$ cat src/rtl/timed_threshold_condition_qualifier_defines.svh
// Assertion macros for the timed threshold condition qualifier
`ifndef TIMED_THRESHOLD_CONDITION_QUALIFIER_DEFINES_SVH
`define TIMED_THRESHOLD_CONDITION_QUALIFIER_DEFINES_SVH

// same-cycle implication, clocked on clk, off during reset
`define TTCQ_ASSERT(label, ante, cons, msg) \
    label: assert property (@(posedge clk) disable iff (!rst_n) (ante) |-> (cons)) \
        else $error(msg);

// next-cycle implication, clocked on clk, off during reset
`define TTCQ_ASSERT_NEXT(label, ante, cons, msg) \
    label: assert property (@(posedge clk) disable iff (!rst_n) (ante) |=> (cons)) \
        else $error(msg);

`endif

$ cat src/rtl/ttcq_pkg.sv
// Shared types and constants for the timed threshold condition qualifier
package ttcq_pkg;

    localparam int MAX_CONDITIONS    = 2;
    localparam int NUM_SAMPLE_FIELDS = 4;
    localparam int SEL_W             = $clog2(NUM_SAMPLE_FIELDS);
    localparam int TIME_W            = 48;
    localparam int HOLD_W            = 32;
    localparam int VALUE_W           = 32;
    localparam int COUNT_W           = 3;
    localparam int CFG_INDEX_W       = 4;

    localparam logic [HOLD_W-1:0] HOLD_RESET_MS = HOLD_W'(100);

    // comparison operators
    localparam logic [2:0] OP_LT = 3'd0;
    localparam logic [2:0] OP_LE = 3'd1;
    localparam logic [2:0] OP_EQ = 3'd2;
    localparam logic [2:0] OP_GT = 3'd3;
    localparam logic [2:0] OP_GE = 3'd4;
    localparam logic [2:0] OP_NE = 3'd5;

    // register slot within one condition
    localparam logic [1:0] REG_INDEX     = 2'd0;
    localparam logic [1:0] REG_THRESHOLD = 2'd1;
    localparam logic [1:0] REG_OPERATOR  = 2'd2;
    localparam logic [1:0] REG_HOLD      = 2'd3;

    // input function codes
    localparam logic FUNC_TICK      = 1'b0;
    localparam logic FUNC_RESET_ALL = 1'b1;

    typedef logic signed [VALUE_W-1:0] sample_t;

    typedef struct packed {
        logic [7:0]                index;
        logic signed [VALUE_W-1:0] threshold;
        logic [2:0]                operator;
        logic [HOLD_W-1:0]         hold_ms;
    } cond_cfg_t;

    typedef struct packed {
        logic               func;
        logic [TIME_W-1:0]  now_ms;
        logic               active;
        logic [COUNT_W-1:0] count;
    } tick_t;

endpackage

$ cat src/rtl/ttcq_cfg.sv
// Configuration register file for both conditions
module ttcq_cfg (
    input  logic                                clk,
    input  logic                                rst_n,
    input  logic                                cfg_valid,
    input  logic [ttcq_pkg::CFG_INDEX_W-1:0]    cfg_index,
    input  logic [31:0]                         cfg_data,
    output ttcq_pkg::cond_cfg_t                 cfg [ttcq_pkg::MAX_CONDITIONS]
);
    import ttcq_pkg::*;

    cond_cfg_t cfg_reg  [MAX_CONDITIONS];
    cond_cfg_t cfg_next [MAX_CONDITIONS];

    always_comb
    begin
        for (int c = 0; c < MAX_CONDITIONS; c++)
        begin
            cfg_next[c] = cfg_reg[c];
            if (cfg_valid && !cfg_index[3] && (cfg_index[2] == c[0]))
            begin
                case (cfg_index[1:0])
                    REG_INDEX:     cfg_next[c].index     = cfg_data[7:0];
                    REG_THRESHOLD: cfg_next[c].threshold = cfg_data;
                    REG_OPERATOR:  cfg_next[c].operator  = cfg_data[2:0];
                    REG_HOLD:      cfg_next[c].hold_ms   = cfg_data;
                    default:       cfg_next[c]           = cfg_reg[c];
                endcase
            end
        end
    end

    always_ff @(posedge clk or negedge rst_n)
    begin
        if (!rst_n)
        begin
            for (int c = 0; c < MAX_CONDITIONS; c++)
            begin
                cfg_reg[c].index     <= '0;
                cfg_reg[c].threshold <= '0;
                cfg_reg[c].operator  <= OP_EQ;
                cfg_reg[c].hold_ms   <= HOLD_RESET_MS;
            end
        end
        else
        begin
            for (int c = 0; c < MAX_CONDITIONS; c++)
                cfg_reg[c] <= cfg_next[c];
        end
    end

    assign cfg = cfg_reg;

endmodule

$ cat src/rtl/ttcq_cond.sv
// One condition: compare, hold timer and met state
module ttcq_cond (
    input  logic                  clk,
    input  logic                  rst_n,
    input  logic                  upd,
    input  ttcq_pkg::tick_t       tick,
    input  ttcq_pkg::sample_t     samples [ttcq_pkg::NUM_SAMPLE_FIELDS],
    input  ttcq_pkg::cond_cfg_t   cfg,
    output logic                  met
);
    import ttcq_pkg::*;

    logic              met_flag_reg, met_flag_next;
    logic [TIME_W-1:0] hold_start_reg, hold_start_next;
    logic              prev_cmp_reg, prev_cmp_next;
    logic              pending_reg, pending_next;

    sample_t           value;
    logic              cmp;
    logic              met_c, prev_c;
    logic [TIME_W-1:0] start_c, start_h;
    logic [TIME_W:0]   deadline;
    logic              expired;

    assign value = samples[cfg.index[SEL_W-1:0]];

    always_comb
    begin
        case (cfg.operator)
            OP_LT:   cmp = cfg.threshold <  value;
            OP_LE:   cmp = cfg.threshold <= value;
            OP_EQ:   cmp = cfg.threshold == value;
            OP_GT:   cmp = cfg.threshold >  value;
            OP_GE:   cmp = cfg.threshold >= value;
            OP_NE:   cmp = cfg.threshold != value;
            default: cmp = 1'b0;
        endcase
    end

    // pending reset is applied first, then the normal evaluation
    assign met_c    = pending_reg ? 1'b0 : met_flag_reg;
    assign prev_c   = pending_reg ? 1'b0 : prev_cmp_reg;
    assign start_c  = pending_reg ? tick.now_ms : hold_start_reg;
    assign start_h  = prev_c ? start_c : tick.now_ms;
    assign deadline = {1'b0, start_h} + {{(TIME_W + 1 - HOLD_W){1'b0}}, cfg.hold_ms};
    assign expired  = {1'b0, tick.now_ms} > deadline;

    always_comb
    begin
        met_flag_next   = met_flag_reg;
        hold_start_next = hold_start_reg;
        prev_cmp_next   = prev_cmp_reg;
        pending_next    = pending_reg;
        if (tick.func == FUNC_RESET_ALL)
        begin
            pending_next = 1'b1;
        end
        else if (tick.active)
        begin
            pending_next = 1'b0;
            if (cfg.index < {{(8 - COUNT_W){1'b0}}, tick.count})
            begin
                prev_cmp_next = cmp;
                if (!cmp)
                begin
                    met_flag_next   = 1'b0;
                    hold_start_next = tick.now_ms;
                end
                else
                begin
                    met_flag_next   = met_c | expired;
                    hold_start_next = start_h;
                end
            end
            else
            begin
                met_flag_next   = met_c;
                hold_start_next = start_c;
                prev_cmp_next   = prev_c;
            end
        end
    end

    always_ff @(posedge clk or negedge rst_n)
    begin
        if (!rst_n)
        begin
            met_flag_reg   <= 1'b0;
            hold_start_reg <= '0;
            prev_cmp_reg   <= 1'b0;
            pending_reg    <= 1'b0;
        end
        else if (upd)
        begin
            met_flag_reg   <= met_flag_next;
            hold_start_reg <= hold_start_next;
            prev_cmp_reg   <= prev_cmp_next;
            pending_reg    <= pending_next;
        end
    end

    assign met = met_flag_next & ~pending_next;

endmodule

$ cat src/rtl/timed_threshold_condition_qualifier.sv
// Timed threshold condition qualifier, top level. Each input word is taken
// into an input register, evaluated against both conditions and written, with
// the updated hold state, into the result register once that register is free
// (result register empty or out_stall low): one word per clock cycle sustained
// while out_stall is low. The rate is set by the update of each condition's
// hold state, done combinationally (one signed 32-bit compare and one 49-bit
// add-and-compare). Configuration writes are taken at any time but must only
// be issued while no word is in flight.
module timed_threshold_condition_qualifier #(
    parameter int NUM_VALUES     = 4,
    parameter int NUM_CONDITIONS = 2
) (
    input  logic                                clk,
    input  logic                                rst_n,
    input  logic                                in_valid,
    output logic                                in_stall,
    input  logic                                func,
    input  logic [47:0]                         now_ms,
    input  logic                                device_active,
    input  logic [2:0]                          value_count,
    input  logic signed [31:0]                  sample_a,
    input  logic signed [31:0]                  sample_b,
    input  logic signed [31:0]                  sample_c,
    input  logic signed [31:0]                  sample_d,
    output logic                                out_valid,
    input  logic                                out_stall,
    output logic                                met_0,
    output logic                                met_1,
    input  logic                                cfg_valid,
    output logic                                cfg_ready,
    input  logic [ttcq_pkg::CFG_INDEX_W-1:0]    cfg_index,
    input  logic [31:0]                         cfg_data
);
    import ttcq_pkg::*;

    `include "timed_threshold_condition_qualifier_defines.svh"

    localparam int LIMIT = (NUM_VALUES < NUM_SAMPLE_FIELDS) ? NUM_VALUES : NUM_SAMPLE_FIELDS;

    logic      s1_valid_reg, s1_valid_next;
    tick_t     s1_tick_reg;
    sample_t   s1_samples_reg [NUM_SAMPLE_FIELDS];
    logic      out_valid_reg, out_valid_next;
    logic      met_reg [MAX_CONDITIONS];
    logic      met_next [MAX_CONDITIONS];

    logic      in_accept;
    logic      out_free;
    logic      adv;
    tick_t     tick_in;
    cond_cfg_t cfg [MAX_CONDITIONS];

    assign out_free  = !out_valid_reg || !out_stall;
    assign adv       = s1_valid_reg && out_free;
    assign in_stall  = s1_valid_reg && !out_free;
    assign in_accept = in_valid && !in_stall;
    assign cfg_ready = 1'b1;

    always_comb
    begin
        tick_in.func   = func;
        tick_in.now_ms = now_ms;
        tick_in.active = device_active;
        tick_in.count  = (value_count > COUNT_W'(LIMIT)) ? COUNT_W'(LIMIT) : value_count;
    end

    always_comb
    begin
        s1_valid_next = s1_valid_reg;
        if (in_accept)
            s1_valid_next = 1'b1;
        else if (out_free)
            s1_valid_next = 1'b0;
        out_valid_next = out_valid_reg;
        if (adv)
            out_valid_next = 1'b1;
        else if (!out_stall)
            out_valid_next = 1'b0;
    end

    always_ff @(posedge clk or negedge rst_n)
    begin
        if (!rst_n)
        begin
            s1_valid_reg  <= 1'b0;
            out_valid_reg <= 1'b0;
        end
        else
        begin
            s1_valid_reg  <= s1_valid_next;
            out_valid_reg <= out_valid_next;
        end
    end

    always_ff @(posedge clk)
    begin
        if (in_accept)
        begin
            s1_tick_reg       <= tick_in;
            s1_samples_reg[0] <= sample_a;
            s1_samples_reg[1] <= sample_b;
            s1_samples_reg[2] <= sample_c;
            s1_samples_reg[3] <= sample_d;
        end
        if (adv)
        begin
            for (int c = 0; c < MAX_CONDITIONS; c++)
                met_reg[c] <= met_next[c];
        end
    end

    ttcq_cfg u_cfg (
        .clk       (clk),
        .rst_n     (rst_n),
        .cfg_valid (cfg_valid),
        .cfg_index (cfg_index),
        .cfg_data  (cfg_data),
        .cfg       (cfg)
    );

    for (genvar g = 0; g < MAX_CONDITIONS; g++)
    begin : g_cond
        if (g < NUM_CONDITIONS)
        begin : g_used
            ttcq_cond u_cond (
                .clk     (clk),
                .rst_n   (rst_n),
                .upd     (adv),
                .tick    (s1_tick_reg),
                .samples (s1_samples_reg),
                .cfg     (cfg[g]),
                .met     (met_next[g])
            );
        end
        else
        begin : g_unused
            assign met_next[g] = 1'b0;
        end
    end

    assign out_valid = out_valid_reg;
    assign met_0     = met_reg[0];
    assign met_1     = met_reg[1];

    `TTCQ_ASSERT_NEXT(a_advance_fills_output, adv, out_valid_reg, "result register not loaded")
    `TTCQ_ASSERT_NEXT(a_reset_all_reads_zero, adv && (s1_tick_reg.func == FUNC_RESET_ALL), !met_0 && !met_1, "reset-all word reported a met condition")
    `TTCQ_ASSERT(a_empty_stage_never_stalls, !s1_valid_reg, !in_stall, "input stalled with empty input register")

endmodule

$ cat config.mk
export PLATFORM = sky130hd
export DESIGN_NAME = timed_threshold_condition_qualifier
export DESIGN_NICKNAME = d
export VERILOG_FILES = /design/src/rtl/ttcq_pkg.sv /design/src/rtl/ttcq_cfg.sv /design/src/rtl/ttcq_cond.sv /design/src/rtl/timed_threshold_condition_qualifier.sv
export VERILOG_INCLUDE_DIRS = /design/src /design/src/rtl
export SDC_FILE = /design/constraint.sdc
export NUM_CORES = 1
export LEC_CHECK = 0
export BUFFER_PORTS_ARGS = -buffer_cell sky130_fd_sc_hd__buf_2
export CORE_ASPECT_RATIO = 1.5
export CORE_MARGIN = 2
export CORE_UTILIZATION = 61
export CTS_BUF_LIST = sky130_fd_sc_hd__clkbuf_4 sky130_fd_sc_hd__clkbuf_8 sky130_fd_sc_hd__clkbuf_16
export DETAILED_ROUTE_END_ITERATION = 6
export PLACE_DENSITY = 0.81
export SETUP_SLACK_MARGIN = 0.05
export SYNTH_ARGS = -nofsm -noshare
export SYNTH_HDL_FRONTEND = slang
export SYNTH_HIERARCHICAL = 1
export SYNTH_SLANG_ARGS = --single-unit
$ cat constraint.sdc
create_clock -name clk -period 6.8 [get_ports clk]
set_clock_uncertainty 0.1 [all_clocks]
set_input_delay 0.68 -clock clk [delete_from_list [all_inputs] [get_ports clk]]
set_output_delay 0.68 -clock clk [all_outputs]
set_load 0.02 [all_outputs]
-- Yosys cells after proc, flatten, opt, wreduce, memory -nomap -nowiden
Memory sizes are Yosys's and may differ from the RTL's.
Index checks and enable logic that the tools add are counted.
W data, S select, Z words.
- latch bits: 0
- RAM bits: 2
- memories kept: 1
- logic and storage cells: 137
- ROM bits: 0
- input bits: 222
- output and inout port bits: 5
- flip-flop bits (word level): 435
- memory list (name ; depth ; width ; read ports ; clocked after memory_dff ; write ports ; line ; text):
    met_reg ; 2 ; 1 ; 2 ; 0 ; 2 ; timed_threshold_condition_qualifier.sv:44 ; logic met_reg [MAX_CONDITIONS];
- divide/modulo/power cells: 0
- multiply operators: 0
- multiplexer cells: 40
- $lt $le $gt $ge: 15
- reductions and logical operators: 25
- $add $sub $neg: 2
- bitwise operators: 10
- equal/unequal tests: 18
- shift operators: 0
- operators by type and width (operator ; number):
    $mux W48 ; 8
    $bmux W32 S2 ; 2
    $mux W32 ; 4
    $add A48 B32 Y49 ; 2
    $gt A48 B49 Y1 ; 2
    $eq A32 B32 Y1 ; 2
    $ge A32 B32 Y1 ; 2
    $gt A32 B32 Y1 ; 2
    $le A32 B32 Y1 ; 2
    $lt A32 B32 Y1 ; 2
    $ne A32 B32 Y1 ; 2
    $mux W1 ; 24
    $lt A8 B3 Y1 ; 2
    $reduce_and A2 Y1 ; 8
    $eq A3 B2 Y1 const B ; 4
    $eq A3 B3 Y1 const B ; 4
    $pmux W1 S6 ; 2
    $eq A3 B1 Y1 const B ; 2
    $ge A3 B3 Y1 const B ; 2
    $logic_and A1 B1 Y1 ; 6
    $logic_not A3 Y1 ; 2
    $not A2 Y3 ; 2
    $logic_not A1 Y1 ; 5
    $eq A2 B2 Y1 const B ; 2
    10 further kinds ; 15

-- Logic depth before layout (Yosys ltp)
- depth in word-level cells: 11
- gate-level depth with buffers: 29
- mapped depth without buffers: 27

-- Modules after synthesis
Netlist, hierarchy kept.
- modules (own cells, without submodules) (module ; area each (um^2) ; times used ; cells an instance ; seq. area each (um^2)):
    ttcq_cond at g_cond[0].g_used.u_cond ; 7851.3 ; 1 ; 901 ; 1276.2
    ttcq_cond at g_cond[1].g_used.u_cond ; 7553.5 ; 1 ; 861 ; 1276.2
    ttcq_cfg ; 5650.4 ; 1 ; 326 ; 3763.6
    timed_threshold_condition_qualifier ; 5615.4 ; 1 ; 196 ; 5545.3

-- Worst setup path after synthesis
No wires, ideal clock.
- path type: flip-flop to flip-flop
- start: register g_cond[1].g_used.u_cond.pending_reg
- end: memory met_reg[1][0] (netlist: met_reg[0][1]), data pin
- setup time: 0.266 ns
- path buffers: 4
- arrival time: 5.783 ns
- data required time: 6.434 ns
- slack: 0.651 ns
- cell stages (with the launch flop): 27
- period minus slack after synthesis: 6.149 ns
- cells stage by stage: dfrtp_1 > nand2b_1 > buf_1 > clkbuf_1 > buf_1 > clkbuf_1 > nand2_1 > nand2_1 > ha_1 > a21o_1 > a21o_1 > a21oi_1 > a21boi_0 > a211o_1 > a211o_1 > a21o_1 > a21oi_1 > xor2_1 > ha_1 > nand4_1 > nor4_1 > nand2_1 > or4_1 > o21ai_0 > a21oi_1 > o311ai_0 > a21oi_1
- RTL lines (element ; line ; text):
    start: declaration ; ttcq_cond.sv:16 ; logic pending_reg, pending_next;
    start signal: assignment ; ttcq_cond.sv:98 ; pending_reg <= pending_next;
    end: declaration ; timed_threshold_condition_qualifier.sv:44 ;

-- Worst setup path after layout
- start: register g_cond[0].g_used.u_cond.pending_reg
- end: register g_cond[0].g_used.u_cond.met_flag_reg
- longest elaborated chain between the ends: 9
- elaborated cells on any way between the ends: 11
- those cells by class: add/sub (1); order compare (1); mux (8); bitwise (1)
- RTL lines (element ; line ; text):
    start: declaration ; ttcq_cond.sv:16 ;
    start signal: assignment ; ttcq_cond.sv:98 ;
    $mux W48 or $mux W1 (tied branches) ; ttcq_cond.sv:43, ttcq_cond.sv:42 ;
    $mux W48 ; ttcq_cond.sv:44 ; assign start_h = prev_c ? start_c : tick.now_ms;
    $add A48 B32 Y49 ; ttcq_cond.sv:45 ; assign deadline = {1'b0, start_h} + {{(TIME_W + 1 - HOLD_W){1'b0}}, cfg.hold_ms};
    $gt A48 B49 Y1 ; ttcq_cond.sv:46 ; assign expired = {1'b0, tick.now_ms} > deadline;
    $or A1 B1 Y1 ; ttcq_cond.sv:71 ; met_flag_next = met_c | expired;
    $mux W1 ; ttcq_cond.sv:64 ; if (!cmp)
    $mux W1 * ; ttcq_cond.sv:61 ; if (cfg.index < {{(8 - COUNT_W){1'b0}}, tick.count})
    $mux W1 * ; ttcq_cond.sv:58 ; else if (tick.active)
    $mux W1 * ; ttcq_cond.sv:54 ; if (tick.func == FUNC_RESET_ALL)
    end signal: assignment ; ttcq_cond.sv:95 ; met_flag_reg <= met_flag_next;
    end: declaration ; ttcq_cond.sv:13 ; logic met_flag_reg, met_flag_next;
Mark *: on every way between the ends. The rest lies on a longest branch, timed or not.
A chain may end at the register's enable or synchronous reset.

==> results.md <==
* Wire length after detailed routing at 70.7 mm
* Number of sinks driven by the clock tree at 437
* Setup TNS at 0 ns
* Fmax achieved at 0.156 GHz
* Wire length of the first global-routing pass at 111 mm
* Proportion of layout cells with a drive suffix above 1 at 26.9%
* Final worst path period need at 6.39 ns
* Setup slack on the worst flop-to-flop path at 0.41 ns
* Placeable core region at 0.0431 mm²
* Die height at 260 µm
* Endpoints failing setup at 0
* I/O pin count at 227
* Maximum vdd drop at 0.000278 V
* Final routed wire length divided by cell count at 22.7 µm
* Chip width at 175 µm
* Critical Path, Cell by Cell: nand2b_2 > nand2_1 > nand2_1 > ha_1 > a21o_1 > a211o_1 > o21ai_0 > a21oi_1 > nor3_1 > or2_2 > nor3b_1 > xor2_1 > ha_1 > nand4_1 > nor4_1 > and3_1 > o211ai_1 > a31o_2 > o21bai_1 > o41ai_1
* Antenna-violating nets left at 0
* Post-synth cell types at 86
* Leading cell types in the layout, fill and taps excluded: 265 x sky130_fd_sc_hd__nand2_1, 244 x sky130_fd_sc_hd__dfrtp_1, 228 x sky130_fd_sc_hd__ha_1
* Post-synthesis sequential element count at 437
* Flip-flop count of the largest register after layout at 150
* Maximum clock path buffer count at 3
* Main area contributors after synthesis: sky130_fd_sc_hd__dfrtp_1 23%, sky130_fd_sc_hd__edfxtp_1 21%, sky130_fd_sc_hd__ha_1 11%
* Clock tree from TritonCTS: yes
* NumNets Final at 2962
* Overall die area at 0.0454 mm²
* Count of cells along the worst register-to-register path at 20
* Gpl congestion at 0.969
* Share of synthesized area occupied by flip-flops and latches at 44.5%
* Kind of cell adding the most delay to the critical path: simple AND/OR/NAND/NOR gates
* Beginning of the worst register-to-register path: g_cond[0].g_used.u_cond/pending_reg
* Final hold viol count at 10
* GRT Total Usage at 31.2%
* Post-placement cell count at 3034
* Number of search-and-repair iterations in the first detailed-routing pass at 5
* Global route overflow at 0
* Post-Synthesis Net Count at 2736
* Residual DRC count at 0
* Maximum level of the CTS H-tree at 2
* Max transition margin at 20.5%
* Count of buffers inserted at the top-level ports at 225
* Total buffers and inverters traversed by the critical path at 0
* Commonest non-fill, non-tap cell in the layout: sky130_fd_sc_hd__nand2_1
* Total number of placement rows at 93
* Vias in the first global route at 21000
* Sum of net half-perimeters after detailed placement at 51.3 mm
* CTS buffer count at 43
* Hold slack final at -0.0342 ns
* DRC marker count from the first detailed-route iteration at 1498
* Library cell used as clock root buffer: sky130_fd_sc_hd__clkbuf_16
* Synthesized area at 0.0267 mm²
* Area share of the leading cell type in the synthesized netlist at 23.1%
* Final-report max-slew violation count at 0
* Critical Path Source Type: flip-flop
* Worst setup EP type: flip-flop
* Number of antenna violations at the first check in global routing at 3
* Run status: finished with violations
* Required time worst endpoint at 7.15 ns
* Number of maximum-capacitance constraint violations at 0
* Leakage dissipation at 13.5 nW
* R2R Path End: g_cond[0].g_used.u_cond/met_flag_reg
* Actual transition at the worst max-transition pin at 1.19 ns
* Cell type with the largest total area after synthesis: sky130_fd_sc_hd__dfrtp_1
* Largest net degree at the start of global routing at 171
* Worst-path fanout max at 21
* Crit path max-delay cell type: sky130_fd_sc_hd__o21ai_0
* Via total after detailed routing at 19900
* Layout filler cell count at 3090
* Classification of the worst-slack hold path: in -> async
* Starting Density at 61.9%
* Synthesis-to-finish area growth at 12.2%
* Via density per instance at 6.37
* Clock insertion delay at the later pin of the skew report at 0.57 ns
* Share of synthesized flip-flops with an asynchronous set or reset at 58.1%
* Data arrival time of the worst path at 6.75 ns
* Yosys warns at 6
* Final instance count without filler cells at 3117
* Final critical-path share of the clock period at 94.0%
* Critical path class: reg -> reg
* Worst-path clk slew at 0.07 ns
* Dominant register cell in the synthesized netlist: sky130_fd_sc_hd__dfrtp_1
* Setup repair after global routing missed its margin: no
* Stage delay of the slowest cell on the critical path at 0.72 ns
* Failing checks: hold timing
* Average instance area after synthesis at 11.7 µm²
* Hold buffers post-CTS at 0
* Count of flip-flops with a built-in enable after synthesis at 183
* Number of cells produced by synthesis at 2284
* Power density of the placed cells at 349 mW/mm²
worst register-to-register path: stages (launching register included):
cell and delay, ns:
sky130_fd_sc_hd__dfrtp_1 0.51, sky130_fd_sc_hd__nand2b_2 0.49, sky130_fd_sc_hd__nand2_1 0.20, sky130_fd_sc_hd__nand2_1 0.07, sky130_fd_sc_hd__ha_1 0.34, sky130_fd_sc_hd__a21o_1 0.23
sky130_fd_sc_hd__a211o_1 0.24, sky130_fd_sc_hd__o21ai_0 0.72, sky130_fd_sc_hd__a21oi_1 0.27, sky130_fd_sc_hd__nor3_1 0.50, sky130_fd_sc_hd__or2_2 0.31, sky130_fd_sc_hd__nor3b_1 0.09
sky130_fd_sc_hd__xor2_1 0.16, sky130_fd_sc_hd__ha_1 0.33, sky130_fd_sc_hd__nand4_1 0.14, sky130_fd_sc_hd__nor4_1 0.41, sky130_fd_sc_hd__and3_1 0.27, sky130_fd_sc_hd__o211ai_1 0.11
sky130_fd_sc_hd__a31o_2 0.27, sky130_fd_sc_hd__o21bai_1 0.18, sky130_fd_sc_hd__o41ai_1 0.32
cells in the mapped netlist (all sizes together) (8+ instances only):
cell and n:
nor2b 20, dfrtp 246, or2 9, nor3b 8
dfstp 8, nor4 14, nor2 63, a21o 66
buf 41, inv 105, o21bai 11, nor3 28
ha 228, xnor2 36, a221o 10, a21oi 138
mux2 238, a31oi 16, o21ai 63, and3 25
mux2i 32, mux4 64, clkbuf 34, nand2b 20
nand4 39, edfxtp 183, nand2 265, o211ai 18
a211oi 16, nand3 56, xor2 51, o21a 10
a21boi 11
per-stage QoR:
stage          util, %  power, mW  setup WS (ns)  cell area, µm²
3_3_place_gp      66.0       7.63          0.745           28400
5_1_grt           69.5       11.1         0.0574           29900
4_1_cts           69.5       10.4          0.501           29900
3_5_place_dp      66.0       7.82          0.508           28400
6_report          69.5       10.5          0.408           29900
2_1_floorplan        -       6.70          0.651           26700
report_power, final:
group | internal (mW) | switching [mW]
registers | 3.34 | 0.517
logic | 1.91 | 2.14
clock network | 1.48 | 1.06
area by class of cell:
type	count	area, µm²	share of cell area, %
clock inverter	26	318	1.06
multi-input combinational	1668	14100	47.0
tap	570	713	2.38
sequential	437	11900	39.6
antenna	2	5.00	0.0167
timing repair buffer	255	1390	4.63
clock buffer	54	1180	3.96
inverter	105	394	1.32
layer usage:
metal,vias to the layer above,global-route usage [%],part of all wire (%)
met2,798,55.4,51
met1,9771,35.3,37
met3,281,4.39,5.3
met4,2,19.7,6.8
li1,9010,-,-
met5,-,0,0.025
kinds of logic after synthesis:
group | share of synthesized area [%]
and+or+nand+nor | 10.8
DFF | 44.5
AOI/OAI and AO/OA | 10.8
muxes | 17.2
adders and majority gates | 10.8
buffers and inverters | 3.00
xor gates and xnor gates | 2.86
other | 0.0141
what timing repair did:
action	in CTS	in global routing
buffers inserted	0	0
endpoints found under the setup margin	0	3
gates resized for setup	0	1
worst max-delay path by stage:
stage	start	endpoint	depth (start not counted)
5_1_grt	g_cond[0].g_used.u_cond/pending_reg	met_reg[0][0]	21
3_3_place_gp	g_cond[0].g_used.u_cond/pending_reg	met_reg[0][0]	22
6_report	g_cond[0].g_used.u_cond/pending_reg	g_cond[0].g_used.u_cond/met_flag_reg	20
4_1_cts	g_cond[0].g_used.u_cond/pending_reg	met_reg[0][0]	20
2_1_floorplan	g_cond[1].g_used.u_cond/pending_reg	met_reg[0][1]	26
3_5_place_dp	g_cond[0].g_used.u_cond/pending_reg	g_cond[0].g_used.u_cond/met_flag_reg	20
Note: power is estimated with default switching activity, not from simulation.
